$ cat config.mk
export PLATFORM = sky130hd
export DESIGN_NAME = tim_dec_palette
export DESIGN_NICKNAME = d
export VERILOG_FILES = /design/src/design/tim_dec_pkg.sv /design/src/design/tim_dec_palette.sv
export SDC_FILE = /design/constraint.sdc
export NUM_CORES = 2
export LEC_CHECK = 0
export BUFFER_PORTS_ARGS = -buffer_cell sky130_fd_sc_hd__buf_2
export CAP_MARGIN = 20
export CORE_MARGIN = 2
export CORE_UTILIZATION = 55
export CTS_BUF_LIST = sky130_fd_sc_hd__clkbuf_2
export CTS_CLUSTER_SIZE = 40
export DETAILED_ROUTE_END_ITERATION = 6
export PLACE_DENSITY = 0.74
export SLEW_MARGIN = 25
export SYNTH_ARGS = -nofsm -noshare
export SYNTH_HDL_FRONTEND = slang
export SYNTH_SLANG_ARGS = --single-unit
$ cat constraint.sdc
create_clock -name clk -period 3.7 [get_ports clk]
set_input_delay 0.185 -clock clk [delete_from_list [all_inputs] [get_ports clk]]
set_output_delay 0.185 -clock clk [all_outputs]
set_load 0.01 [all_outputs]
$ cat src/design/tim_dec_pkg.sv
package tim_dec_pkg;

    // Parse phases of the file walk
    typedef enum logic [3:0] {
        PH_MAGIC,
        PH_FLAGS,
        PH_CLUT_SIZE,
        PH_CLUT_XY,
        PH_CLUT_WH,
        PH_CLUT_DATA,
        PH_IMG_SIZE,
        PH_IMG_XY,
        PH_IMG_WH,
        PH_PIXELS,
        PH_DONE,
        PH_ERROR
    } phase_t;

    localparam logic [31:0] MAGIC_WORD  = 32'h0000_0010;
    localparam logic [2:0]  DEPTH_8BPP  = 3'd1;
    localparam logic [2:0]  DEPTH_16BPP = 3'd2;
    localparam int unsigned FLAG_CLUT   = 3;
    localparam logic [7:0]  ALPHA_OPAQUE = 8'd255;
    localparam logic [7:0]  ALPHA_CLEAR  = 8'd0;

    // One result in flight: either a palette lookup or a direct colour
    typedef struct packed {
        logic        kind;
        logic        direct;
        logic        hit;
        logic [15:0] value;
        logic [17:0] column;
        logic [15:0] row;
        logic [2:0]  depth;
        logic        last;
    } job_t;

    // Finished result as shown on the output port
    typedef struct packed {
        logic        kind;
        logic [7:0]  blue;
        logic [7:0]  green;
        logic [7:0]  red;
        logic [7:0]  alpha;
        logic [17:0] column;
        logic [15:0] row;
        logic [2:0]  depth;
        logic        last;
    } res_t;

endpackage

$ cat src/design/tim_dec_palette.sv
module tim_dec_palette #(
    parameter int unsigned ENTRIES = 256
) (
    input  logic                        clk,
    input  logic                        rst_n,
    input  logic                        job_valid,
    input  tim_dec_pkg::job_t           job,
    output logic                        job_ready,
    input  logic                        wr_en,
    input  logic [$clog2(ENTRIES)-1:0]  wr_addr,
    input  logic [15:0]                 wr_data,
    input  logic                        space,
    output logic                        a_valid,
    output tim_dec_pkg::job_t           a_job,
    output logic [15:0]                 rd_data
);
    import tim_dec_pkg::*;

    localparam int unsigned IDX_W = $clog2(ENTRIES);

    logic [15:0]      mem [ENTRIES];
    logic             a_valid_reg, a_valid_next;
    job_t             a_job_reg;
    logic [15:0]      rd_data_reg;
    logic             load;
    logic             a_take;
    logic [IDX_W-1:0] rd_addr;

    // Read stage holds while the result queue is full
    assign a_take    = a_valid_reg && space;
    assign job_ready = !a_valid_reg || space;
    assign load      = job_valid && job_ready;
    assign rd_addr   = IDX_W'(job.value[7:0]);

    always_comb
    begin
        a_valid_next = a_valid_reg;
        if (load)
            a_valid_next = 1'b1;
        else if (a_take)
            a_valid_next = 1'b0;
    end

    always_ff @(posedge clk or negedge rst_n)
    begin
        if (!rst_n)
            a_valid_reg <= 1'b0;
        else
            a_valid_reg <= a_valid_next;
    end

    // Palette memory: one write port, one registered read port
    always_ff @(posedge clk)
    begin
        if (wr_en)
            mem[wr_addr] <= wr_data;
        if (load)
        begin
            rd_data_reg <= mem[rd_addr];
            a_job_reg   <= job;
        end
    end

    assign a_valid = a_valid_reg;
    assign a_job   = a_job_reg;
    assign rd_data = rd_data_reg;

endmodule

* Word-level counts from Yosys, hierarchy flattened
Memory sizes are Yosys's and may differ from the RTL's. A register that Yosys moved wholly into a read port is not among the register bits. Cells that the tools add are included.
Storage, ports and cells: bits of input ports 86, flip-flop bits (word level) 58, output and inout port bits 75, word-level logic and storage cells 19, memory bits (writable) 4096, memories 1
Memory list:
- mem | depth 256, bits a word 16, read ports 1, clocked after Yosys merged registers in 1, wr ports 1, RTL line tim_dec_palette.sv:21 | logic [15:0] mem [ENTRIES];
Cells by class: reductions and logical operators 5, mux-type cells 4
Operators by type and width (count):
- $mux W1 | 4
- $logic_and A1 B1 Y1 | 2
- $reduce_bool A2 Y1 | 1
- $logic_not A1 Y1 | 1
- $logic_or A1 B1 Y1 | 1

* Depth between registers and ports, before layout
depth after elaboration 4, mapped depth 12

* Worst setup path before layout
OpenSTA, ideal clock, no wires.
path kind reg-to-reg, from register a_valid_reg (netlist: a_valid), to register a_job_reg (netlist bit a_job[0]) (enable), cell stages (with the launch flop) 3, data arrival time 2.310 ns, setup time 0.439 ns, path slack 0.951 ns, data required time 3.261 ns, cell sequence dfrtp_1 nand2b_1 and2_1
On the way: cells in the longest elaborated chain, start to end 3
RTL lines:
- from (decl) | RTL line tim_dec_palette.sv:22 | logic a_valid_reg, a_valid_next;
- from (signal assigned) | RTL line tim_dec_palette.sv:49 | a_valid_reg <= a_valid_next;
- $logic_not A1 Y1 | RTL line tim_dec_palette.sv:31 | assign job_ready = !a_valid_reg || space;
- $logic_or A1 B1 Y1 | RTL line tim_dec_palette.sv:31
- via job_ready | RTL line tim_dec_palette.sv:8 | output logic job_ready,
- $logic_and A1 B1 Y1 | RTL line tim_dec_palette.sv:32 | assign load = job_valid && job_ready;
- to (signal assigned) | RTL line tim_dec_palette.sv:60 | a_job_reg <= job;
- to (decl) | RTL line tim_dec_palette.sv:23 | job_t a_job_reg;
The timed path passes the listed nets, and every way through them passes these cells. A chain may end at the register's enable or synchronous reset.

==> results.cfg <==
[floorplanning]
rows = 198
die_h_um = 544
initial_core_util_pct = 55.2
die_x_um = 544
coreArea_mm2 = 0.291
ioPinCount = 161
die_area_mm2 = 0.296

[route]
drt-wirelength-per-cell_um = 31.9
drc = 0
drt_wl_total_um = 441000
first_pass_iters = 6
ant_nets = 0
viasPerCell = 6.38
drt_iter0_markers = 13600
vias = 88200

[setup_path]
crit_arrival_ns = 5.77
end_kind = flop
worstReg2RegEnd = rd_data[5]$_DFFE_PP_
worstRegToRegCells = 7
critPathSlowestCell = dlygate4sd3_1
cp.required_ns = 5.76
cp_cell_sequence = dlygate4sd3_1, dlygate4sd3_1, buf_12, dlygate4sd3_1, buf_12, buf_12, buf_12, mux4_2, mux2_2, a22oi_1, buf_4, nand2_1, o32ai_2, buf_4, nor4_1, dlygate4sd3_1
crit_fanout = 18
regToRegSetupSlack_ns = 0.28
rr_startpoint = mem[203][5]$_DFFE_PP_
critPathMaxStageDelay_ns = 0.75
cp-start-kind = input pin
timing_worst_setup_path_type = in2reg

[synth]
yosys_register_bits = 4170
synth_cells = 7441
ys_warn_count = 0
synth_mux_area_share_pct = 15.3
synth_top_family_by_area = multiplexers
yosysSeqAreaShare_pct = 77.9
synth_top_area_share_pct = 77.9
synth_xor_xnor_area_share_pct = 0
synth.largest_area_cell = edfxtp_1
syn_area_per_cell_um2 = 21.6
synth_nets = 7527
yosysUniqueCellTypes = 45
ys.flop_type = edfxtp_1
synth-edff-count = 4169
synth-compound-area-share_pct = 3.64
synth_adder_area_share_pct = 0
synth_area_leaders = edfxtp_1 78%, mux4_2 11%, mux2i_1 3.8%
yosys.area_share.simple_pct = 1.49
ys_async_sr_fraction_pct = 0.0240
syn-cell-area_mm2 = 0.161

[cells_and_area]
finalNonFillerCells = 13800
utilization_pct = 62.9
syn_to_final_growth_pct = 13.9
largest_reg_flops = 4096
drive_above_1_share_pct = 32.5
final_cell_area_mm2 = 0.183
nets = 9183

[clocking]
clkSlewWorstSetupHoldPaths_ns = 0.10
cts_sinks = 4170
cts_tree = done
numCtsBuffers = 947
cts_setup_buffers = 0
clock_latency_ns = 2.41
cts_buffer_depth = 4
h-tree-depth = 6
cts-root-buf = clkbuf_2

[timing]
worst_slack_ns = -0.0112
worst_slew_pin_slew_ns = 1.09
relSlewSlack_pct = 27.1
rsz0062_at_grt = false
min_period_over_period_pct = 100
fmax_mhz = 269
finalClockSkew_ns = 0.207
hold_viol = 0
finalMaxSlewViolations = 0
period_minus_slack_ns = 3.71
final-setup-viol-count = 1

[global_route]
grt_usage_pct = 29.5
grt_max_degree = 143
antenna_found_initial = 37
grt_overflow = 0
grt_pass1_wl_um = 621000
grt_pass1_vias = 87200

[placement]
port_buffers = 160
dp.cells = 11700
gp_congestion = 0.942
placed_area_mm2 = 0.170
hpwl_um = 259000

[hold_path]
hold_end = mem[47][6]$_DFFE_PP_
hp-class = in2reg
hold_depth = 5
min_from = wr_data[6]

[pwr]
p_total_uw = 87200
power_density_mw_per_mm2 = 476
power.leakage_uw = 0.0609
ir_drop_mv = 0.290

[status]
violations = setup timing
status = finished, violations left

[flow_run]
max_cap_violations = 0
## power breakdown
group          switching, uW  internal [uW]
Clock                  18500          10900
Sequential              93.3          52100
Combinational           3470           2080
## cell usage after synthesis (all sizes together) (8+ instances only)
master	number
a211oi	10
a21oi	205
a221oi	16
a22o	32
a22oi	30
a311oi	10
and3	10
buf	200
clkbuf	261
edfxtp	4169
mux2	64
mux2i	608
mux4	788
nand2	45
nand3	37
nand4	15
nor2	263
nor2b	8
nor3	103
nor4	28
o21ai	22
o221ai	284
o22ai	167
o311ai	10
o31ai	16
o32ai	16
## worst max-delay path: cells and delay by family
| family | cells | cell delay, ns |
|---|---|---|
| simple gates | 2 | 0.30 |
| compound gates | 2 | 0.60 |
| mux | 2 | 0.80 |
| buf+inv | 10 | 3.74 |
## routing by layer
metal / global-route usage (%) / up-vias / wire (um)
li1: - / 35700 / -
met1: 39.8 / 44900 / 156000
met2: 45.0 / 6464 / 205000
met3: 8.30 / 1077 / 57400
met4: 14.1 / 12 / 22300
met5: 0 / - / 92
## stage by stage
step	hold slack [ns]	worst slack [ns]	setup TNS, ns
6_report	0.131	-0.0112	-0.0112
5_1_grt	0.0882	0.0292	0
4_1_cts	0.00435	0.0502	0
3_5_place_dp	-0.0391	-0.263	-0.563
3_3_place_gp	-0.0384	-0.652	-3.25
2_1_floorplan	-0.111	0.951	0
## layout by cell type, fill, tap and decap left out, types with 45 or more instances in the layout
| cell | count |
|---|---|
| edfxtp_1 | 4169 |
| buf_2 | 141 |
| nor2_1 | 237 |
| buf_4 | 567 |
| mux2i_1 | 608 |
| nand2_1 | 45 |
| a21oi_1 | 205 |
| clkinv_1 | 254 |
| o22ai_1 | 167 |
| o221ai_1 | 284 |
| buf_12 | 84 |
| mux2_2 | 64 |
| mux4_2 | 788 |
| nor3_1 | 99 |
| dlygate4sd3_1 | 340 |
| clkbuf_2 | 1376 |
## how the worst max path moves through the flow
stage	startpoint	to	slack, ns	depth (start not counted)
final	job[38]	rd_data[5]$_DFFE_PP_	-0.01	16
after global routing	wr_addr[6]	mem[163][4]$_DFFE_PP_	0.03	12
after CTS	wr_addr[3]	mem[163][4]$_DFFE_PP_	0.05	12
after detailed placement	job[40]	rd_data[2]$_DFFE_PP_	-0.26	10
after global placement	job[38]	rd_data[10]$_DFFE_PP_	-0.65	8
after floorplan	a_valid$_DFFE_PN0P_	a_job[0]$_DFFE_PP_	0.95	2
## logic make-up (layout without fill, tap and decap cells)
family	Yosys count	after routing
DFF	4170	4170
muxes	1460	1460
AOI/OAI and AO/OA	818	818
and+or+nand+nor	528	528
buffers and inverters	465	2892
other	0	43
## what timing repair did
item | CTS | global route
resized for setup | 0 | 5
hold buffers | 361 | 1
hold endpoints to repair | 8340 | 1
setup endpoints to repair | 0 | 12
## area by class of cell
type,instances,area [um2]
antenna,43,108
clock buffer,1376,6890
clock inverter,344,2010
fill,19500,108000
inverter,4,27.5
multi-input combinational,2806,33100
sequential,4170,125000
tap,3900,4880
timing repair buffer,1168,10800
Note: power is estimated with default switching activity, not from simulation.
