File: src/design/tim_dec_pkg.sv
package tim_dec_pkg;

    // Parse phases of the file walk
    typedef enum logic [3:0] {
        PH_MAGIC,
        PH_FLAGS,
        PH_CLUT_SIZE,
        PH_CLUT_XY,
        PH_CLUT_WH,
        PH_CLUT_DATA,
        PH_IMG_SIZE,
        PH_IMG_XY,
        PH_IMG_WH,
        PH_PIXELS,
        PH_DONE,
        PH_ERROR
    } phase_t;

    localparam logic [31:0] MAGIC_WORD  = 32'h0000_0010;
    localparam logic [2:0]  DEPTH_8BPP  = 3'd1;
    localparam logic [2:0]  DEPTH_16BPP = 3'd2;
    localparam int unsigned FLAG_CLUT   = 3;
    localparam logic [7:0]  ALPHA_OPAQUE = 8'd255;
    localparam logic [7:0]  ALPHA_CLEAR  = 8'd0;

    // One result in flight: either a palette lookup or a direct colour
    typedef struct packed {
        logic        kind;
        logic        direct;
        logic        hit;
        logic [15:0] value;
        logic [17:0] column;
        logic [15:0] row;
        logic [2:0]  depth;
        logic        last;
    } job_t;

    // Finished result as shown on the output port
    typedef struct packed {
        logic        kind;
        logic [7:0]  blue;
        logic [7:0]  green;
        logic [7:0]  red;
        logic [7:0]  alpha;
        logic [17:0] column;
        logic [15:0] row;
        logic [2:0]  depth;
        logic        last;
    } res_t;

endpackage

File: src/design/tim_dec_out.sv
module tim_dec_out (
    input  logic               clk,
    input  logic               rst_n,
    input  logic               a_valid,
    input  tim_dec_pkg::job_t  a_job,
    input  logic [15:0]        rd_data,
    output logic               space,
    output logic               res_valid,
    input  logic               res_ready,
    output logic               kind,
    output logic [7:0]         blue,
    output logic [7:0]         green,
    output logic [7:0]         red,
    output logic [7:0]         alpha,
    output logic [17:0]        column,
    output logic [15:0]        row,
    output logic [2:0]         depth_code,
    output logic               last_pixel
);
    import tim_dec_pkg::*;

    res_t        q_reg [2];
    logic [1:0]  count_reg, count_next;
    logic        wptr_reg, rptr_reg;
    logic        push, pop;
    logic [15:0] color;
    res_t        res;
    res_t        head;

    assign space = (count_reg != 2'd2);
    assign push  = a_valid && space;
    assign pop   = res_valid && res_ready;

    // Colour expansion: lookup miss reads as a cleared entry
    always_comb
    begin
        if (a_job.direct)
            color = a_job.value;
        else if (a_job.hit)
            color = rd_data;
        else
            color = 16'd0;
        res.kind   = a_job.kind;
        res.blue   = {color[4:0], 3'b000};
        res.green  = {color[9:5], 3'b000};
        res.red    = {color[14:10], 3'b000};
        res.alpha  = (a_job.kind || color[15]) ? ALPHA_CLEAR : ALPHA_OPAQUE;
        res.column = a_job.column;
        res.row    = a_job.row;
        res.depth  = a_job.depth;
        res.last   = a_job.last;
    end

    always_comb
    begin
        count_next = count_reg;
        if (push && !pop)
            count_next = count_reg + 2'd1;
        else if (pop && !push)
            count_next = count_reg - 2'd1;
    end

    // Two-beat result queue parts the pipeline from the consumer
    always_ff @(posedge clk or negedge rst_n)
    begin
        if (!rst_n)
        begin
            count_reg <= 2'd0;
            wptr_reg  <= 1'b0;
            rptr_reg  <= 1'b0;
        end
        else
        begin
            count_reg <= count_next;
            if (push)
                wptr_reg <= !wptr_reg;
            if (pop)
                rptr_reg <= !rptr_reg;
        end
    end

    always_ff @(posedge clk)
    begin
        if (push)
            q_reg[wptr_reg] <= res;
    end

    assign head       = q_reg[rptr_reg];
    assign res_valid  = (count_reg != 2'd0);
    assign kind       = head.kind;
    assign blue       = head.blue;
    assign green      = head.green;
    assign red        = head.red;
    assign alpha      = head.alpha;
    assign column     = head.column;
    assign row        = head.row;
    assign depth_code = head.depth;
    assign last_pixel = head.last;

endmodule

File: config.mk
export PLATFORM = sky130hd
export DESIGN_NAME = tim_dec_out
export DESIGN_NICKNAME = d
export VERILOG_FILES = /design/src/design/tim_dec_pkg.sv /design/src/design/tim_dec_out.sv
export SDC_FILE = /design/constraint.sdc
export NUM_CORES = 1
export LEC_CHECK = 0
export ABC_AREA = 1
export ABC_CLOCK_PERIOD_IN_PS = 4300
export BUFFER_PORTS_ARGS = -buffer_cell sky130_fd_sc_hd__buf_2
export CAP_MARGIN = 5
export CELL_PAD_IN_SITES_DETAIL_PLACEMENT = 1
export CELL_PAD_IN_SITES_GLOBAL_PLACEMENT = 1
export CORE_MARGIN = 1
export CORE_UTILIZATION = 39
export DETAILED_ROUTE_END_ITERATION = 12
export PLACE_DENSITY_LB_ADDON = 0.2
export SETUP_SLACK_MARGIN = 0.5
export SYNTH_ARGS = -nofsm -noshare
export SYNTH_HDL_FRONTEND = slang
export SYNTH_SLANG_ARGS = --single-unit
File: constraint.sdc
create_clock -name clk -period 4.3 [get_ports clk]
set_input_delay 0.215 -clock clk [delete_from_list [all_inputs] [get_ports clk]]
set_output_delay 0.215 -clock clk [all_outputs]
set_load 0.05 [all_outputs]
### After elaboration in Yosys (flattened, before gate mapping)

Memory sizes are Yosys's and may differ from the RTL's.
Cells that the tools add are included.

* flip-flop bits (word level): 4
* RAM bits: 124
* input bits: 77
* output and inout bits: 73
* logic and storage cells: 25
* memories kept: 1

* add/subtract/negate cells: 2
* equal/unequal tests: 1
* mux-type cells: 7
* reductions and logical operators: 11

Memories
* q_reg: words 2, bits a word 62, read ports 1, clocked after memory_dff 0, wr ports 1, RTL line tim_dec_out.sv:22 `res_t q_reg [2];`

Operator list (number)
* $mux W16: 2
* $mux W8: 1
* $logic_and A1 B1 Y1: 4
* $logic_not A1 Y1: 4
* $mux W2: 2
* $reduce_bool A2 Y1: 2
* $add A2 B1 Y2 const B: 1
* $mux W1: 2
* $ne A2 B2 Y1 const B: 1
* $sub A2 B1 Y2 const B: 1
* $logic_or A1 B1 Y1: 1

### Logic depth before layout (Yosys ltp)

Gate-level depths: netlist of the first run.

* word-level depth: 6
* depth in mapped cells: 10
* gate-level depth less buffers: 10

### Least setup slack after synthesis of the first run

OpenSTA, ideal clock, no wires.

* path type: reg-to-reg
* start: register count_reg[0]
* end: memory q_reg[0][0] in the netlist's numbering (enable)
* library setup time: 0.468 ns
* arrival: 3.324 ns
* data required time: 3.832 ns
* setup slack: 0.508 ns
* cell stages (with the launch flop): 5
* buffers on the path: 0
* clock period less this slack: 3.792 ns
* path through: dfrtp_1 inv_1 nand2_1 nand2_1 nor2_1

* longest elaborated chain between the ends: 4

Ends and longest elaborated chain
* start, declared: RTL line tim_dec_out.sv:23 `logic [1:0] count_reg, count_next;`
* start signal, assigned: RTL line tim_dec_out.sv:74 `count_reg <= count_next;`
* $ne A2 B2 Y1: RTL line tim_dec_out.sv:30 `assign space = (count_reg != 2'd2);`
* via space: RTL line tim_dec_out.sv:7 `output logic space,`
* $logic_and A1 B1 Y1: RTL line tim_dec_out.sv:31 `assign push = a_valid && space;`
* $mux W1: RTL line tim_dec_out.sv:84 `if (push)`
* $mux W1 (implied by the code): RTL line tim_dec_out.sv:85 `q_reg[wptr_reg] <= res;`
* end, declared: RTL line tim_dec_out.sv:22

The timed path passes the listed nets, and every way through them passes these cells.

### Final worst setup path of the first run

* start: register count_reg[0]
* end: memory q_reg[0][35] in the netlist's numbering (enable)

* longest elaborated chain between the ends: 4

Ends and longest elaborated chain (RTL line)
* $ne A2 B2 Y1: tim_dec_out.sv:30
* $logic_and A1 B1 Y1: tim_dec_out.sv:31
* $mux W1: tim_dec_out.sv:84
* $mux W1 (implied by the code): tim_dec_out.sv:85

No other way between the ends.

==> flow_summary.ini, run 1 <==
[logic_synthesis]
synth_compound_area_share_pct = 0.108
synth_cell_type_count = 17
synth_seq_cells = 114
yosys.area_share.xor_xnor_pct = 0.379
synth.area.mux_share_pct = 0
postSynthCellCount = 388
seq_area_frac_synth_pct = 73.7
yosysTopAreaCellShare_pct = 71.5
yosysTopAreaCell = edfxtp_1
avgSynthCellArea_um2 = 11.9
synth-simple-area-share_pct = 19.1
synth_area_leaders = edfxtp_1, nand2_1, buf_4
yosysWarnings = 0
synth_fa_ha_area_share_pct = 0.271
synth_top_family_by_area = simple AND/OR/NAND/NOR gates
netlist_area_um2 = 4620

[global_routing]
grt_util_met3_pct = 5.41
use_met1_pct = 20.1
grt_pass1_wl_um = 16100
overflow = 0
met2_usage_pct = 30.1
grt_usage_pct = 17.3
grt_max_degree = 57
top_usage_layer = met2
grt_pass1_vias = 3363
antenna_found_initial = 0

[layout]
layout-drive-gt1-share_pct = 32.3
area_growth_pct = 31.8
fin_cells = 701
seq_area_um2 = 3400
largest_reg_flops = 110
finish.utilization_pct = 53.1
diodes = 0
final_cell_mix = nand2_1, buf_2, edfxtp_1
fill_cells = 1264
fin_area_um2 = 6080
nets = 623
multiInputGateArea_um2 = 963
final_common_cell = nand2_1

[timing]
tightest_slew_ns = 1.05
fin_skew_ns = 0.00672
fmax_ghz = 0.426
finalSetupViolCount = 0
finalCritPeriodShare_pct = 54.6
fin_crit_ns = 2.35
fin_tns_setup_ns = 0
rsz0062_at_grt = no
slew_violations = 0
max_slew_margin_pct = 30.0
hold_violations = 0

[drt]
drc = 0
detail-route-antenna-nets = 0
dr_total_vias = 3210
vias_per_cell = 4.58
dr.first_iter.drc_count = 108
wl_um = 10000
drtPass1Iterations = 4
wl_per_cell_um = 14.3

[pwr]
p_clk_share_pct = 26.1
power_density_nw_per_um2 = 851
p_sw_mw = 2.38
share_comb_of_total_power_pct = 43.1
leakage_nw = 2.74
p_seq_share_pct = 30.8
irDropWorstVdd_uv = 441
p_int_mw = 2.80
p_sw_share_pct = 45.9

[placed_design]
dpl-instance-area_um2 = 5300
io_buffer_count = 140
gp_congestion = 0.773
dp.cells = 649
hpwl_um = 6490

[critical_path]
critPathArrivalTime_ns = 2.42
worstSetupEndpointType = flip-flop
path_max_fanout = 35
critPathRequiredTime_ns = 4.37
crit_type = reg -> reg
cp-start-kind = flip-flop

[die]
chipWidth_um = 111
core_area_um2 = 11500
io_pins = 150
rows = 39
die_area_um2 = 12300
initial_core_util_pct = 40.3
die_h_um = 111

[clock_tree]
cts_sinks = 114
cts_buffer_depth = 2
clockRootBuffer = clkbuf_16
cts_buffers = 17
cts_tree = done
clock_latency_ns = 0.40
htreeDepth = 4
cts_setup_buffers = 0
clk_pin_slew_ns = 0.06

[hold_path]
hp-class = in -> reg

[flow_run]
drv_cap = 0

[run_status]
status = complete, no violations
cell usage after synthesis (all sizes together):
master	instances
nand2	207
edfxtp	110
buf	32
nand3	17
inv	8
dfrtp	4
nor2	3
clkbuf	1
conb	1
ha	1
nand4	1
o21ai	1
xnor2	1
xor2	1
worst max-delay path: stages, from the launching register on:
cell and delay (ns):
dfrtp_1 0.38, inv_1 0.09, nand2_1 0.07, nand2_1 0.18, nor2_4 0.85, buf_4 0.43
routing by layer:
layer | vias up | part of all wire (%)
met2 | 104 | 52
met3 | 9 | 5.6
met5 | - | 0
li1 | 1579 | -
met4 | 0 | 0.70
met1 | 1518 | 42
worst paths after layout:
kind | from | endpoint | slack, ns | cells after the start
worst min register to register | count_reg[0] | count_reg[0] | 0.52 | 1
worst min-delay path | a_job[12] | q_reg[1][12] | 0.02 | 1
worst max register to register | count_reg[0] | q_reg[0][35] | 1.95 | 5
max in group asynchronous | rst_n | rptr_reg | 3.99 | 2
worst max-delay path | count_reg[0] | q_reg[0][35] | 1.95 | 5
min in group asynchronous | rst_n | wptr_reg | 0.16 | 2
layout make-up:
type / count / share of cell area (%)
timing repair buffer: 163 / 15.2
sequential: 114 / 56.0
tap: 143 / 2.94
clock buffer: 17 / 6.99
multi-input combinational: 241 / 15.8
clock inverter: 15 / 2.61
inverter: 8 / 0.494
power by group through the flow:
| stage | clock, mW | sequential (mW) | combinational [mW] |
|---|---|---|---|
| after floorplan | 0 | 1.62 | 1.83 |
| after CTS | 1.38 | 1.60 | 2.27 |
| after detailed placement | 0 | 1.62 | 2.25 |
| final | 1.35 | 1.60 | 2.23 |
| after global routing | 1.43 | 1.62 | 2.38 |
| after global placement | 0 | 1.61 | 2.23 |
logic make-up after synthesis:
| group | after synthesis |
|---|---|
| other | 1 |
| buffers and inverters | 41 |
| adders and majority gates | 1 |
| DFF | 114 |
| AOI/OAI and AO/OA | 1 |
| xor gates and xnor gates | 2 |
| and+or+nand+nor | 228 |
what timing repair did:
item,CTS,global route
hold buffers,17,3
endpoints found under the hold margin,35,4
gates resized for setup,0,0
through the flow:
step / total power [mW] / worst slack, ns / hold slack, ns
6_report: 5.18 / 1.95 / 0.0154
5_1_grt: 5.43 / 1.74 / 0.00112
4_1_cts: 5.25 / 1.89 / 0.000150
3_5_place_dp: 3.88 / 1.91 / 0.0388
3_3_place_gp: 3.84 / 1.95 / 0.0289
2_1_floorplan: 3.45 / 0.508 / -0.0806
Note: power is estimated with default switching activity, not from simulation.
==> inputs of run 2 (changes only) <==
ABC_AREA = 0   (was 1)
ABC_CLOCK_PERIOD_IN_PS = 2290   (was 4300)
CORE_UTILIZATION = 42   (was 39)
clock period = 2.29 ns   (was 4.3 ns; I/O delays follow)
==> flow_summary.ini, run 2 <==
[logic_synthesis]
seq_area_frac_synth_pct = 73.5
synth_seq_cells = 114
yosysTopAreaCellShare_pct = 71.3
avgSynthCellArea_um2 = 20.3
yosys-top-cells-count = edfxtp_1, mux2_4, buf_4
synthArstFlopShare_pct = 3.51
synth_area_leaders = edfxtp_1, mux2_4, mux2_2
synth.most_common_cell = edfxtp_1
netlist_area_um2 = 4630
synth_edf_count = 110
postSynthCellCount = 228
ys.flop_type = edfxtp_1
yosysWarnings = 0
synth_cell_type_count = 21
yosysTopAreaCell = edfxtp_1

[hold_path]
hold_depth = 3
hp-start = rd_data[14]
hp-class = in -> reg
min_to = q_reg[0][50]

[pwr]
p_total_mw = 10.3
p_int_mw = 6.36
p_clk_share_pct = 25.1
leakage_nw = 2.90
share_comb_of_total_power_pct = 45.2
p_sw_share_pct = 38.5
power_density_nw_per_um2 = 1480
p_sw_mw = 3.99
p_seq_share_pct = 29.7
irDropWorstVdd_uv = 814

[die]
initial_core_util_pct = 44.1
die_h_um = 107
chipWidth_um = 107
rows = 37
io_pins = 150
core_area_um2 = 10500
die_area_um2 = 11400

[critical_path]
cp_num_buf_inv = 2
rrSetupSlack_ns = 0.74
crit_type = reg -> out
worstReg2RegStart = count_reg[0]
cp-start-kind = flip-flop
max_stage_delay_ns = 0.58
path_max_fanout = 8
worst_path_dominant_cell_family = flip-flops
cp.depth = 3
worstRegToRegCells = 4
cpMaxStageDelayCell = dfrtp_4
worstSetupEndpointType = output port
r2r-end = q_reg[0][37]
critPathArrivalTime_ns = 1.83
critPathRequiredTime_ns = 2.18
crit_chain = buf_4, mux2_4, buf_6

[layout]
finish.utilization_pct = 66.6
area_growth_pct = 51.1
multiInputGateArea_um2 = 1080
fin_cells = 602
layout-drive-gt1-share_pct = 50.9
final_common_cell = edfxtp_1
seq_area_um2 = 3410
fill_cells = 917
largest_reg_flops = 110
nets = 531
diodes = 0
final_cell_mix = edfxtp_1, buf_2, dlygate4sd3_1

[clock_tree]
clk_pin_slew_ns = 0.06
cts_buffer_depth = 2
clock_latency_ns = 0.51
cts_sinks = 114
clockRootBuffer = clkbuf_8
cts_buffers = 17
cts_tree = done
htreeDepth = 4

[timing]
fin_crit_ns = 1.94
hold_violations = 0
fmax_ghz = 0.515
fin_tns_setup_ns = 0
rsz0062_at_grt = yes
fin_skew_ns = 0.0108
finalCritPeriodShare_pct = 84.7
slew_violations = 0
finalSetupViolCount = 0
timing.hold.ws_ns = 0.0787

[drt]
wl_per_cell_um = 18.1
drtPass1Iterations = 4
dr_total_vias = 2844
detail-route-antenna-nets = 0
vias_per_cell = 4.72
wl_um = 10900
drc = 0
dr.first_iter.drc_count = 97

[global_routing]
grt_usage_pct = 20.2
overflow = 0
antenna_found_initial = 0
grt_pass1_vias = 3151
grt_pass1_wl_um = 16500
grt_max_degree = 56

[placed_design]
dp.cells = 492
hpwl_um = 5880
gp_congestion = 0.691
io_buffer_count = 140

[flow_run]
drv_cap = 0

[run_status]
status = complete, no violations
run 2: cell types whose count changed in the layout (fill, tap and decap cells not counted), sizes merged, moves of 2 or more:
cell / change
a22o: +14
clkbuf: +3
mux2: +55
dlygate4sd3: +54
bufinv: +2
xnor2: +2
nand3: -17
clkinv: +3
clkinvlp: -4
inv: -10
nand2: -203
buf: +5
run 2: how the worst max path moves through the flow:
stage	from	end	slack (ns)
6_report	rptr_reg	alpha[0]	0.35
5_1_grt	rptr_reg	alpha[0]	0.30
4_1_cts	rptr_reg	alpha[1]	0.33
3_5_place_dp	rptr_reg	row[7]	0.69
3_3_place_gp	rptr_reg	green[6]	0.69
2_1_floorplan	count_reg[0]	q_reg[0][0]	0.32
run 2: repair_timing:
action | in CTS | in global routing
endpoints found under the hold margin | 116 | 0
cloned | 1 | 0
endpoints found under the setup margin | 62 | 62
hold buffers | 74 | 0
buffers inserted | 3 | 0
gates resized for setup | 69 | 2
run 2: logic make-up (layout without fill, tap and decap cells):
logic type	Yosys count	after routing	share of synthesized area (%)
buf+inv	26	256	4.46
simple gates	10	10	1.19
flops	114	114	73.5
xor+xnor	5	5	0.946
fa+ha+maj	1	1	0.270
other cells	1	9	0.0810
compound gates	16	16	2.95
mux	55	55	16.6
run 2: per-stage QoR:
step	cell area [um^2]	setup slack, ns
5_1_grt	7000	0.295
4_1_cts	6990	0.331
6_report	7000	0.350
3_3_place_gp	5420	0.692
3_5_place_dp	5420	0.691
2_1_floorplan	4680	0.322
run 2: power by group through the flow:
| stage | clock (mW) | combinational (mW) | sequential [mW] |
|---|---|---|---|
| 2_1_floorplan | 0 | 3.43 | 3.02 |
| 3_3_place_gp | 0 | 3.97 | 3.11 |
| 3_5_place_dp | 0 | 4.00 | 3.15 |
| 4_1_cts | 2.65 | 4.66 | 3.08 |
| 5_1_grt | 2.74 | 4.87 | 3.12 |
| 6_report | 2.60 | 4.67 | 3.08 |
run 2: worst reg2reg max path: cells and delay by family, from the launching register on:
family / cells / cell delay (ns)
DFF: 1 / 0.41
buffers and inverters: 1 / 0.41
and+or+nand+nor: 3 / 0.35
run 2: metal layers:
| metal | global-route usage [%] | share of wire (%) | vias to the layer above | wire length [um] |
|---|---|---|---|---|
| met5 | 0 | 0 | - | 0 |
| met3 | 6.14 | 5.0 | 12 | 540 |
| met2 | 36.9 | 54 | 117 | 5910 |
| met1 | 21.6 | 39 | 1391 | 4270 |
| li1 | - | - | 1324 | - |
| met4 | 7.93 | 1.3 | 0 | 146 |
run 2: cell type report:
cell class | count | area share, %
flip-flops and latches | 114 | 48.7
repair buffers | 223 | 25.0
clock buffers | 19 | 6.02
inverters | 1 | 0.0536
multi-input cells | 96 | 15.4
well taps | 136 | 2.43
clock inverters | 13 | 2.38
