<file path="config.mk">
export PLATFORM = sky130hd
export DESIGN_NAME = tim_dec_parser
export DESIGN_NICKNAME = d
export VERILOG_FILES = /design/src/design/tim_dec_pkg.sv /design/src/design/tim_dec_parser.sv
export SDC_FILE = /design/constraint.sdc
export NUM_CORES = 1
export LEC_CHECK = 0
export BUFFER_PORTS_ARGS = -buffer_cell sky130_fd_sc_hd__buf_2
export CELL_PAD_IN_SITES_DETAIL_PLACEMENT = 0
export CELL_PAD_IN_SITES_GLOBAL_PLACEMENT = 1
export CORE_UTILIZATION = 52
export DETAILED_ROUTE_END_ITERATION = 7
export PLACE_DENSITY = 0.91
export SYNTH_ARGS = -nofsm -noshare
export SYNTH_HDL_FRONTEND = slang
export SYNTH_SLANG_ARGS = --single-unit
</file>
<file path="constraint.sdc">
create_clock -name clk -period 12.45 [get_ports clk]
set_input_delay 2.49 -clock clk [delete_from_list [all_inputs] [get_ports clk]]
set_output_delay 2.49 -clock clk [all_outputs]
set_load 0.01 [all_outputs]
</file>
<file path="src/design/tim_dec_pkg.sv">
package tim_dec_pkg;

    // Parse phases of the file walk
    typedef enum logic [3:0] {
        PH_MAGIC,
        PH_FLAGS,
        PH_CLUT_SIZE,
        PH_CLUT_XY,
        PH_CLUT_WH,
        PH_CLUT_DATA,
        PH_IMG_SIZE,
        PH_IMG_XY,
        PH_IMG_WH,
        PH_PIXELS,
        PH_DONE,
        PH_ERROR
    } phase_t;

    localparam logic [31:0] MAGIC_WORD  = 32'h0000_0010;
    localparam logic [2:0]  DEPTH_8BPP  = 3'd1;
    localparam logic [2:0]  DEPTH_16BPP = 3'd2;
    localparam int unsigned FLAG_CLUT   = 3;
    localparam logic [7:0]  ALPHA_OPAQUE = 8'd255;
    localparam logic [7:0]  ALPHA_CLEAR  = 8'd0;

    // One result in flight: either a palette lookup or a direct colour
    typedef struct packed {
        logic        kind;
        logic        direct;
        logic        hit;
        logic [15:0] value;
        logic [17:0] column;
        logic [15:0] row;
        logic [2:0]  depth;
        logic        last;
    } job_t;

    // Finished result as shown on the output port
    typedef struct packed {
        logic        kind;
        logic [7:0]  blue;
        logic [7:0]  green;
        logic [7:0]  red;
        logic [7:0]  alpha;
        logic [17:0] column;
        logic [15:0] row;
        logic [2:0]  depth;
        logic        last;
    } res_t;

endpackage

</file>
<file path="src/design/tim_dec_parser.sv">
module tim_dec_parser #(
    parameter int unsigned ENTRIES = 256
) (
    input  logic                        clk,
    input  logic                        rst_n,
    input  logic                        src_valid,
    output logic                        src_ready,
    input  logic [7:0]                  data_byte,
    input  logic                        file_start,
    input  logic                        job_ready,
    output logic                        job_valid,
    output tim_dec_pkg::job_t           job,
    output logic                        wr_en,
    output logic [$clog2(ENTRIES)-1:0]  wr_addr,
    output logic [15:0]                 wr_data
);
    import tim_dec_pkg::*;

    localparam int unsigned IDX_W  = $clog2(ENTRIES);
    localparam int unsigned FILL_W = $clog2(ENTRIES + 1);

    phase_t             phase_reg, phase_next;
    logic [1:0]         bidx_reg, bidx_next;
    logic [23:0]        asm_reg, asm_next;
    logic [3:0]         flags_reg, flags_next;
    logic [31:0]        rem_reg, rem_next;
    logic [FILL_W-1:0]  fill_reg, fill_next;
    logic [17:0]        rowpix_reg, rowpix_next;
    logic [15:0]        height_reg, height_next;
    logic [17:0]        col_reg, col_next;
    logic [15:0]        row_reg, row_next;
    logic               pend_reg, pend_next;
    logic [3:0]         nib_reg, nib_next;

    logic               acc;
    phase_t             phase_cur;
    logic [1:0]         bidx_cur;
    logic [23:0]        asm_cur;
    logic [FILL_W-1:0]  fill_cur;
    logic [31:0]        word;
    logic               word_done;
    logic [31:0]        prod;
    logic [2:0]         depth;
    logic               is4;
    logic               pend_issue;
    logic               pix_acc;
    logic               emit_go;
    logic               err_go;
    logic [15:0]        emit_val;
    logic [18:0]        col_inc;
    logic               last;
    logic               wrap;
    logic               clut_write;

    // Effective state: a file start restarts the parse on this beat
    assign acc       = src_valid && src_ready;
    assign phase_cur = file_start ? PH_MAGIC : phase_reg;
    assign bidx_cur  = file_start ? 2'd0 : bidx_reg;
    assign asm_cur   = file_start ? 24'd0 : asm_reg;
    assign fill_cur  = file_start ? FILL_W'(0) : fill_reg;
    assign word      = {data_byte, asm_cur};
    assign word_done = (bidx_cur == 2'd3);
    assign prod      = word[15:0] * word[31:16];
    assign depth     = flags_reg[2:0];
    assign is4       = (depth != DEPTH_8BPP) && (depth != DEPTH_16BPP);

    // Pixel emission
    assign pend_issue = pend_reg && job_ready;
    assign pix_acc    = acc && (phase_cur == PH_PIXELS);
    assign emit_go    = pend_issue ||
                        (pix_acc && (depth != DEPTH_16BPP || bidx_cur[0]));
    assign err_go     = acc && (phase_cur == PH_MAGIC) && word_done && (word != MAGIC_WORD);

    always_comb
    begin
        if (pend_issue)
            emit_val = {12'd0, nib_reg};
        else if (depth == DEPTH_16BPP)
            emit_val = {data_byte, asm_cur[7:0]};
        else if (depth == DEPTH_8BPP)
            emit_val = {8'd0, data_byte};
        else
            emit_val = {12'd0, data_byte[3:0]};
    end

    assign col_inc = {1'b0, col_reg} + 19'd1;
    assign last    = (({1'b0, row_reg} + 17'd1) == {1'b0, height_reg}) &&
                     (col_inc == {1'b0, rowpix_reg});
    assign wrap    = (col_inc >= {1'b0, rowpix_reg});

    // Job to the palette stage
    always_comb
    begin
        job_valid = emit_go || err_go;
        job       = '0;
        if (!err_go)
        begin
            job.direct = !pend_issue && (depth == DEPTH_16BPP);
            job.hit    = (32'(emit_val[7:0]) < 32'(fill_reg));
            job.value  = emit_val;
            job.column = col_reg;
            job.row    = row_reg;
            job.depth  = depth;
            job.last   = last;
        end
        else
        begin
            job.kind   = 1'b1;
            job.direct = 1'b1;
        end
    end

    assign src_ready = !pend_reg && job_ready;

    // Palette store writes
    assign clut_write = acc && (phase_cur == PH_CLUT_DATA) && bidx_cur[0];
    assign wr_en      = clut_write && (fill_cur < FILL_W'(ENTRIES));
    assign wr_addr    = fill_cur[IDX_W-1:0];
    assign wr_data    = {data_byte, asm_cur[7:0]};

    // Next phase
    always_comb
    begin
        phase_next = phase_reg;
        if (pend_issue)
        begin
            if (last)
                phase_next = PH_DONE;
        end
        else if (acc)
        begin
            phase_next = phase_cur;
            unique case (phase_cur)
                PH_MAGIC:
                    if (word_done)
                        phase_next = (word == MAGIC_WORD) ? PH_FLAGS : PH_ERROR;
                PH_FLAGS:
                    if (word_done)
                        phase_next = word[FLAG_CLUT] ? PH_CLUT_SIZE : PH_IMG_SIZE;
                PH_CLUT_SIZE:
                    if (word_done)
                        phase_next = PH_CLUT_XY;
                PH_CLUT_XY:
                    if (word_done)
                        phase_next = PH_CLUT_WH;
                PH_CLUT_WH:
                    if (word_done)
                        phase_next = (prod != 32'd0) ? PH_CLUT_DATA : PH_IMG_SIZE;
                PH_CLUT_DATA:
                    if (bidx_cur[0] && rem_reg == 32'd1)
                        phase_next = PH_IMG_SIZE;
                PH_IMG_SIZE:
                    if (word_done)
                        phase_next = PH_IMG_XY;
                PH_IMG_XY:
                    if (word_done)
                        phase_next = PH_IMG_WH;
                PH_IMG_WH:
                    if (word_done)
                        phase_next = (word[15:0] != 16'd0 && word[31:16] != 16'd0) ?
                                     PH_PIXELS : PH_DONE;
                PH_PIXELS:
                    if (emit_go && last)
                        phase_next = PH_DONE;
                PH_DONE,
                PH_ERROR:
                    phase_next = phase_cur;
                default:
                    phase_next = PH_MAGIC;
            endcase
        end
    end

    // Field assembly, counters and palette bookkeeping
    always_comb
    begin
        bidx_next   = bidx_reg;
        asm_next    = asm_reg;
        flags_next  = flags_reg;
        rem_next    = rem_reg;
        fill_next   = fill_reg;
        rowpix_next = rowpix_reg;
        height_next = height_reg;
        col_next    = col_reg;
        row_next    = row_reg;
        pend_next   = pend_reg;
        nib_next    = nib_reg;

        if (acc)
        begin
            bidx_next = bidx_cur;
            asm_next  = asm_cur;
            fill_next = fill_cur;
            if (file_start)
                flags_next = 4'd0;

            case (phase_cur)
                PH_MAGIC, PH_FLAGS, PH_CLUT_SIZE, PH_CLUT_XY, PH_CLUT_WH,
                PH_IMG_SIZE, PH_IMG_XY, PH_IMG_WH:
                begin
                    if (word_done)
                    begin
                        bidx_next = 2'd0;
                        asm_next  = 24'd0;
                    end
                    else
                    begin
                        bidx_next = bidx_cur + 2'd1;
                        case (bidx_cur)
                            2'd0:    asm_next[7:0]   = data_byte;
                            2'd1:    asm_next[15:8]  = data_byte;
                            default: asm_next[23:16] = data_byte;
                        endcase
                    end
                    if (word_done && phase_cur == PH_FLAGS)
                        flags_next = word[3:0];
                    if (word_done && phase_cur == PH_CLUT_WH)
                        rem_next = prod;
                    if (word_done && phase_cur == PH_IMG_WH)
                    begin
                        height_next = word[31:16];
                        col_next    = 18'd0;
                        row_next    = 16'd0;
                        if (depth == DEPTH_8BPP)
                            rowpix_next = {1'b0, word[15:0], 1'b0};
                        else if (depth == DEPTH_16BPP)
                            rowpix_next = {2'b00, word[15:0]};
                        else
                            rowpix_next = {word[15:0], 2'b00};
                    end
                end
                PH_CLUT_DATA:
                begin
                    if (!bidx_cur[0])
                    begin
                        asm_next  = {16'd0, data_byte};
                        bidx_next = 2'd1;
                    end
                    else
                    begin
                        asm_next  = 24'd0;
                        bidx_next = 2'd0;
                        rem_next  = rem_reg - 32'd1;
                        if (wr_en)
                            fill_next = fill_cur + FILL_W'(1);
                    end
                end
                PH_PIXELS:
                begin
                    if (depth == DEPTH_16BPP)
                    begin
                        if (!bidx_cur[0])
                        begin
                            asm_next  = {16'd0, data_byte};
                            bidx_next = 2'd1;
                        end
                        else
                        begin
                            asm_next  = 24'd0;
                            bidx_next = 2'd0;
                        end
                    end
                    else if (is4 && !last)
                    begin
                        pend_next = 1'b1;
                        nib_next  = data_byte[7:4];
                    end
                end
                default:
                begin
                end
            endcase
        end

        if (pend_issue)
            pend_next = 1'b0;

        // Advance pixel position
        if (emit_go)
        begin
            if (wrap)
            begin
                col_next = 18'd0;
                row_next = row_reg + 16'd1;
            end
            else
            begin
                col_next = col_inc[17:0];
            end
        end
    end

    always_ff @(posedge clk or negedge rst_n)
    begin
        if (!rst_n)
        begin
            phase_reg  <= PH_MAGIC;
            bidx_reg   <= 2'd0;
            asm_reg    <= 24'd0;
            flags_reg  <= 4'd0;
            rem_reg    <= 32'd0;
            fill_reg   <= '0;
            rowpix_reg <= 18'd0;
            height_reg <= 16'd0;
            col_reg    <= 18'd0;
            row_reg    <= 16'd0;
            pend_reg   <= 1'b0;
            nib_reg    <= 4'd0;
        end
        else
        begin
            phase_reg  <= phase_next;
            bidx_reg   <= bidx_next;
            asm_reg    <= asm_next;
            flags_reg  <= flags_next;
            rem_reg    <= rem_next;
            fill_reg   <= fill_next;
            rowpix_reg <= rowpix_next;
            height_reg <= height_next;
            col_reg    <= col_next;
            row_reg    <= row_next;
            pend_reg   <= pend_next;
            nib_reg    <= nib_next;
        end
    end

endmodule

</file>
-- Word-level counts from Yosys, hierarchy flattened
Index checks and enable logic that the tools add are counted.
- bits in registers: 148
- add/sub/neg operators: 6
- multiply operators: 1
- order comparisons: 3
- equality and inequality tests: 26
- multiplexer cells: 65
- bitwise logic cells: 1
- reductions and logical operators: 48
- operator list (operator ; count):
    $mux W18 ; 7
    $mux W16 ; 7
    $mux W24 ; 3
    $mux W4 ; 18
    $pmux W24 S3 ; 1
    $mux W32 ; 2
    $pmux W32 S2 ; 1
    $mux W55 ; 1
    $pmux W4 S11 ; 1
    $mux W8 ; 5
    $mux W9 ; 4
    $eq A32 B1 Y1 const B ; 1
    $eq A32 B5 Y1 const B ; 1
    $mul A16 B16 Y32 ; 1
    $ne A32 B5 Y1 const B ; 1
    $reduce_bool A16 Y1 ; 2
    $reduce_bool A32 Y1 ; 1
    $sub A32 B1 Y32 const B ; 1
    $logic_and A1 B1 Y1 ; 21
    $add A18 B1 Y19 const B ; 1
    $eq A19 B18 Y1 ; 1
    $ge A19 B18 Y1 ; 1
    $add A16 B1 Y17 const B ; 1
    $eq A17 B16 Y1 ; 1
    other kinds (32) ; 66

-- Longest topological paths before layout
- depth after elaboration: 11
- gate-level depth with buffers: 29
- gate-level depth less buffers: 23

-- Worst setup path before layout
No wires, ideal clock.
- kind: input -> register
- start point: input port file_start
- end point: register phase_reg[0]
- arrival time: 9.585 ns
- data required time: 12.324 ns
- setup slack: 2.739 ns
- stages: 27
- cell sequence: clkbuf_1 > buf_1 > clkbuf_1 > nor2b_1 > clkbuf_1 > clkbuf_1 > nand2_1 > fa_1 > fa_1 > inv_1 > fa_1 > inv_1 > fa_1 > fa_1 > fa_1 > inv_1 > ha_1 > clkbuf_1 > a21oi_1 > o21ai_0 > or3_1 > o21a_1 > o311ai_0 > o211ai_1 > or4_1 > nor4_1 > nor2_1
- cells in the longest elaborated chain, start to end: 10
- elaborated cells on any way between the ends: 43
- ends and longest elaborated chain (item ; line ; source):
    from (decl) ; tim_dec_parser.sv:9 ; input logic file_start,
    parallel branches: the longest is 7 deep, another holds $mul A16 B16 Y32 ; n/a ;
    $pmux W4 S11 * ; tim_dec_parser.sv:133 ; unique case (phase_cur)
    $mux W4 * ; tim_dec_parser.sv:130 ; else if (acc)
    $mux W4 * ; tim_dec_parser.sv:125 ; if (pend_issue)
    to (signal assigned) ; tim_dec_parser.sv:312 ; phase_reg <= phase_next;
    to (decl) ; tim_dec_parser.sv:22 ; phase_t phase_reg, phase_next;
Mark *: on every way between the ends. The select of a mux whose other input is x is not followed.
A chain may end at the register's enable or synchronous reset.

-- Worst setup path after layout
Same ends and word-level chain as after synthesis.

==> out/metrics.yaml <==
cts:
  clk_pin_slew_ns: 0.07
  cts_buffers: 17
  clk_path_buf_depth: 2
  cts_hold_buffers: 0
  cts_root_buffer: "clkbuf_16"
  cts_sinks: 147
  cts_tree: "yes"
  h-tree-depth: 4
  cts_resized: 0
  clock_latency_ns: 0.46
  cts_setup_buffers: 0
route:
  drt-total-wl_um: 52200
  drtIter0Drc: 1345
  num_vias: 16300
  routedWlPerCell_um: 19.0
  via_per_inst: 5.93
  drt-pass1-iter-count: 6
  ant_nets: 0
  drc: 0
synth:
  synth_top_cell_by_area: "fa_1"
  async_flop_share: 1.00
  yosysMostFrequentCell: "nand2_1"
  syn-num-nets: 2640
  synth_area_leaders: "fa_1 21%, dfrtp_1 20%, ha_1 9.2%"
  synth_seq_area_share: 0.196
  netlist.area_leader.share: 0.207
  ys_ff_latch: 147
  synth_warnings: 0
  synth_area_mm2: 0.0187
  synthFlopType: "dfrtp_1"
  syn_area_per_cell_um2: 8.17
  synth-edff-count: 0
  yosysUniqueCellTypes: 83
  syn_inst: 2295
  synth_commonest_cells: "386 x nand2_1, 234 x inv_1, 194 x fa_1, 147 x dfrtp_1, 138 x ha_1"
global_routing:
  busiest_layer: "met2"
  grtUsageMet3: 0.0535
  met1_usage: 0.394
  met2_usage: 0.486
  grt_pass1_wl_um: 85900
  track_usage: 0.299
  grt_pass1_vias: 16100
  grt_max_degree: 76
  antenna_found_initial: 3
  grt_overflow: 0
timing:
  worst_slew_pin_slew_ns: 1.20
  min_period_over_period: 0.816
  final-max-slew-violation-count: 0
  setup_viol: 0
  post-route-min-period_ns: 10.16
  fin_setup_tns_ns: 0
  rsz0062_at_grt: "false"
  hold_violations: 0
  maxClockFrequency_ghz: 0.0985
  relSlewSlack: 0.199
  skew_ns: 0.0189
layout:
  multi_input_area_mm2: 0.0135
  regArea_mm2: 0.00368
  largest_register_ffs: 32
  syn_to_final_growth_pct: 6.34
  drive_gt1_frac: 0.0876
  nNetsFinal: 2616
  fillers: 3245
floorplan:
  die_area_mm2: 0.0368
  num_io_pins: 97
  coreArea_mm2: 0.0355
  rows: 69
  start_util: 0.528
  die_h_um: 192
  dieWidth_um: 192
power:
  swShare: 0.462
  p_sw_mw: 1.05
  ir_worst_vdd_v: 0.000113
  power_density_mw_per_mm2: 114
  power_frac_seq: 0.255
  internal_power_mw: 1.22
  p_clk_frac: 0.234
  p_leak_nw: 8.85
  p_comb_frac: 0.511
  finalPower_mw: 2.27
worst_setup_path:
  crit_fanout: 46
  crit_type: "in2reg"
  cpPeakStageDelay_ns: 0.98
  crit_required_ns: 12.79
  crit_chain: "buf_2, buf_4, nor2b_1, nand2_1, fa_1, fa_1, fa_1, fa_1, fa_1, fa_1, inv_1, ha_1, a21oi_1, o21ai_0, or3_1, o21a_1, o311ai_0, o211ai_1, or4_1, nor4_1, nor2_1"
  cp.arrival_ns: 10.49
  crit_path_end_kind: "flip-flop"
  start_kind: "primary input"
  path_common_cell: "fa_1"
  crit_path_top_delay_cell: "nor2b_1"
placed_design:
  io_buffers: 96
  place.gp.congestion: 0.947
  hpwlAfterDp_um: 40700
worst_hold_path:
  hold_class: "reg2reg"
job:
  maxCapViolCount: 0
status:
  outcome: "completed"
[placed cells by master (no fill, tap or decap), types with 53 or more instances in the layout]
cell type / count
a21oi_1: 117
and2_1: 103
buf_2: 95
dfrtp_1: 147
fa_1: 194
ha_1: 138
inv_1: 234
nand2_1: 386
nor2_1: 108
nor2b_1: 53
nor3_1: 53
o21ai_0: 137
[cell families (layout without fill, tap and decap cells)]
logic type / after synthesis / count (layout) / synth area share
AO/OA/AOI/OAI: 430 / 430 / 0.144
adder cells (fa/ha/maj): 332 / 332 / 0.299
AND/OR/NAND/NOR: 908 / 908 / 0.236
multiplexers: 17 / 17 / 0.0101
other: 0 / 2 / 0
flip-flops: 147 / 147 / 0.196
XOR/XNOR: 63 / 63 / 0.0294
buffers and inverters: 398 / 387 / 0.0847
[worst max-delay path, delay by kind of cell]
kind	cells	cell delay (ns)
AOI/OAI and AO/OA	5	1.57
adders and majority gates	7	3.54
buffers and inverters	3	0.42
and+or+nand+nor	6	2.41
[path summary, 6_finish.rpt]
check                                        startpoint                          to  slack (ns)  depth (start not counted)
worst min register to register  col_reg[16]$_DFFE_PN0P_     col_reg[16]$_DFFE_PN0P_        0.48                          2
min in group asynchronous                         rst_n        row_reg[8]$_DFF_PN0_        2.05                          1
worst max register to register  asm_reg[10]$_DFFE_PN0P_    phase_reg[0]$_DFFE_PN0P_        4.06                         22
worst min-delay path            col_reg[16]$_DFFE_PN0P_     col_reg[16]$_DFFE_PN0P_        0.48                          2
worst max-delay path                         file_start    phase_reg[0]$_DFFE_PN0P_        2.29                         21
max in group asynchronous                         rst_n  rowpix_reg[12]$_DFFE_PN0P_        8.96                          2
[power groups by stage]
stage	sequential (mW)	clock (mW)	combinational, mW
after floorplan	0.541	0	0.858
after global placement	0.588	0	1.13
after detailed placement	0.586	0	1.14
after CTS	0.578	0.542	1.16
after global routing	0.586	0.559	1.30
final	0.581	0.532	1.16
[per-layer routing]
layer | up-vias | part of all wire
met2 | 628 | 0.47
met1 | 7979 | 0.42
met5 | - | 0.00050
met3 | 126 | 0.069
li1 | 7566 | -
met4 | 4 | 0.036
[stage by stage]
| step | hold slack, ns | cell area (um^2) | cells | utilization | setup slack, ns |
|---|---|---|---|---|---|
| after floorplan | 0.439 | 18700 | 2295 | - | 2.74 |
| after global placement | 0.449 | 19300 | 2713 | 0.544 | 1.78 |
| after detailed placement | 0.460 | 19300 | 2713 | 0.544 | 1.93 |
| after CTS | 0.476 | 19900 | 2745 | 0.562 | 2.42 |
| after global routing | 0.506 | 19900 | 2745 | 0.562 | 1.94 |
| final | 0.479 | 19900 | 2747 | 0.562 | 2.29 |
[cell type report]
cell class,instances,share of cell area
multi-input cells,1750,0.678
flip-flops and latches,147,0.185
inverters,234,0.0441
repair buffers,121,0.0338
well taps,461,0.0289
clock buffers,17,0.0213
clock inverters,15,0.00929
diodes,2,0.000251
Note: power is estimated with default switching activity, not from simulation.
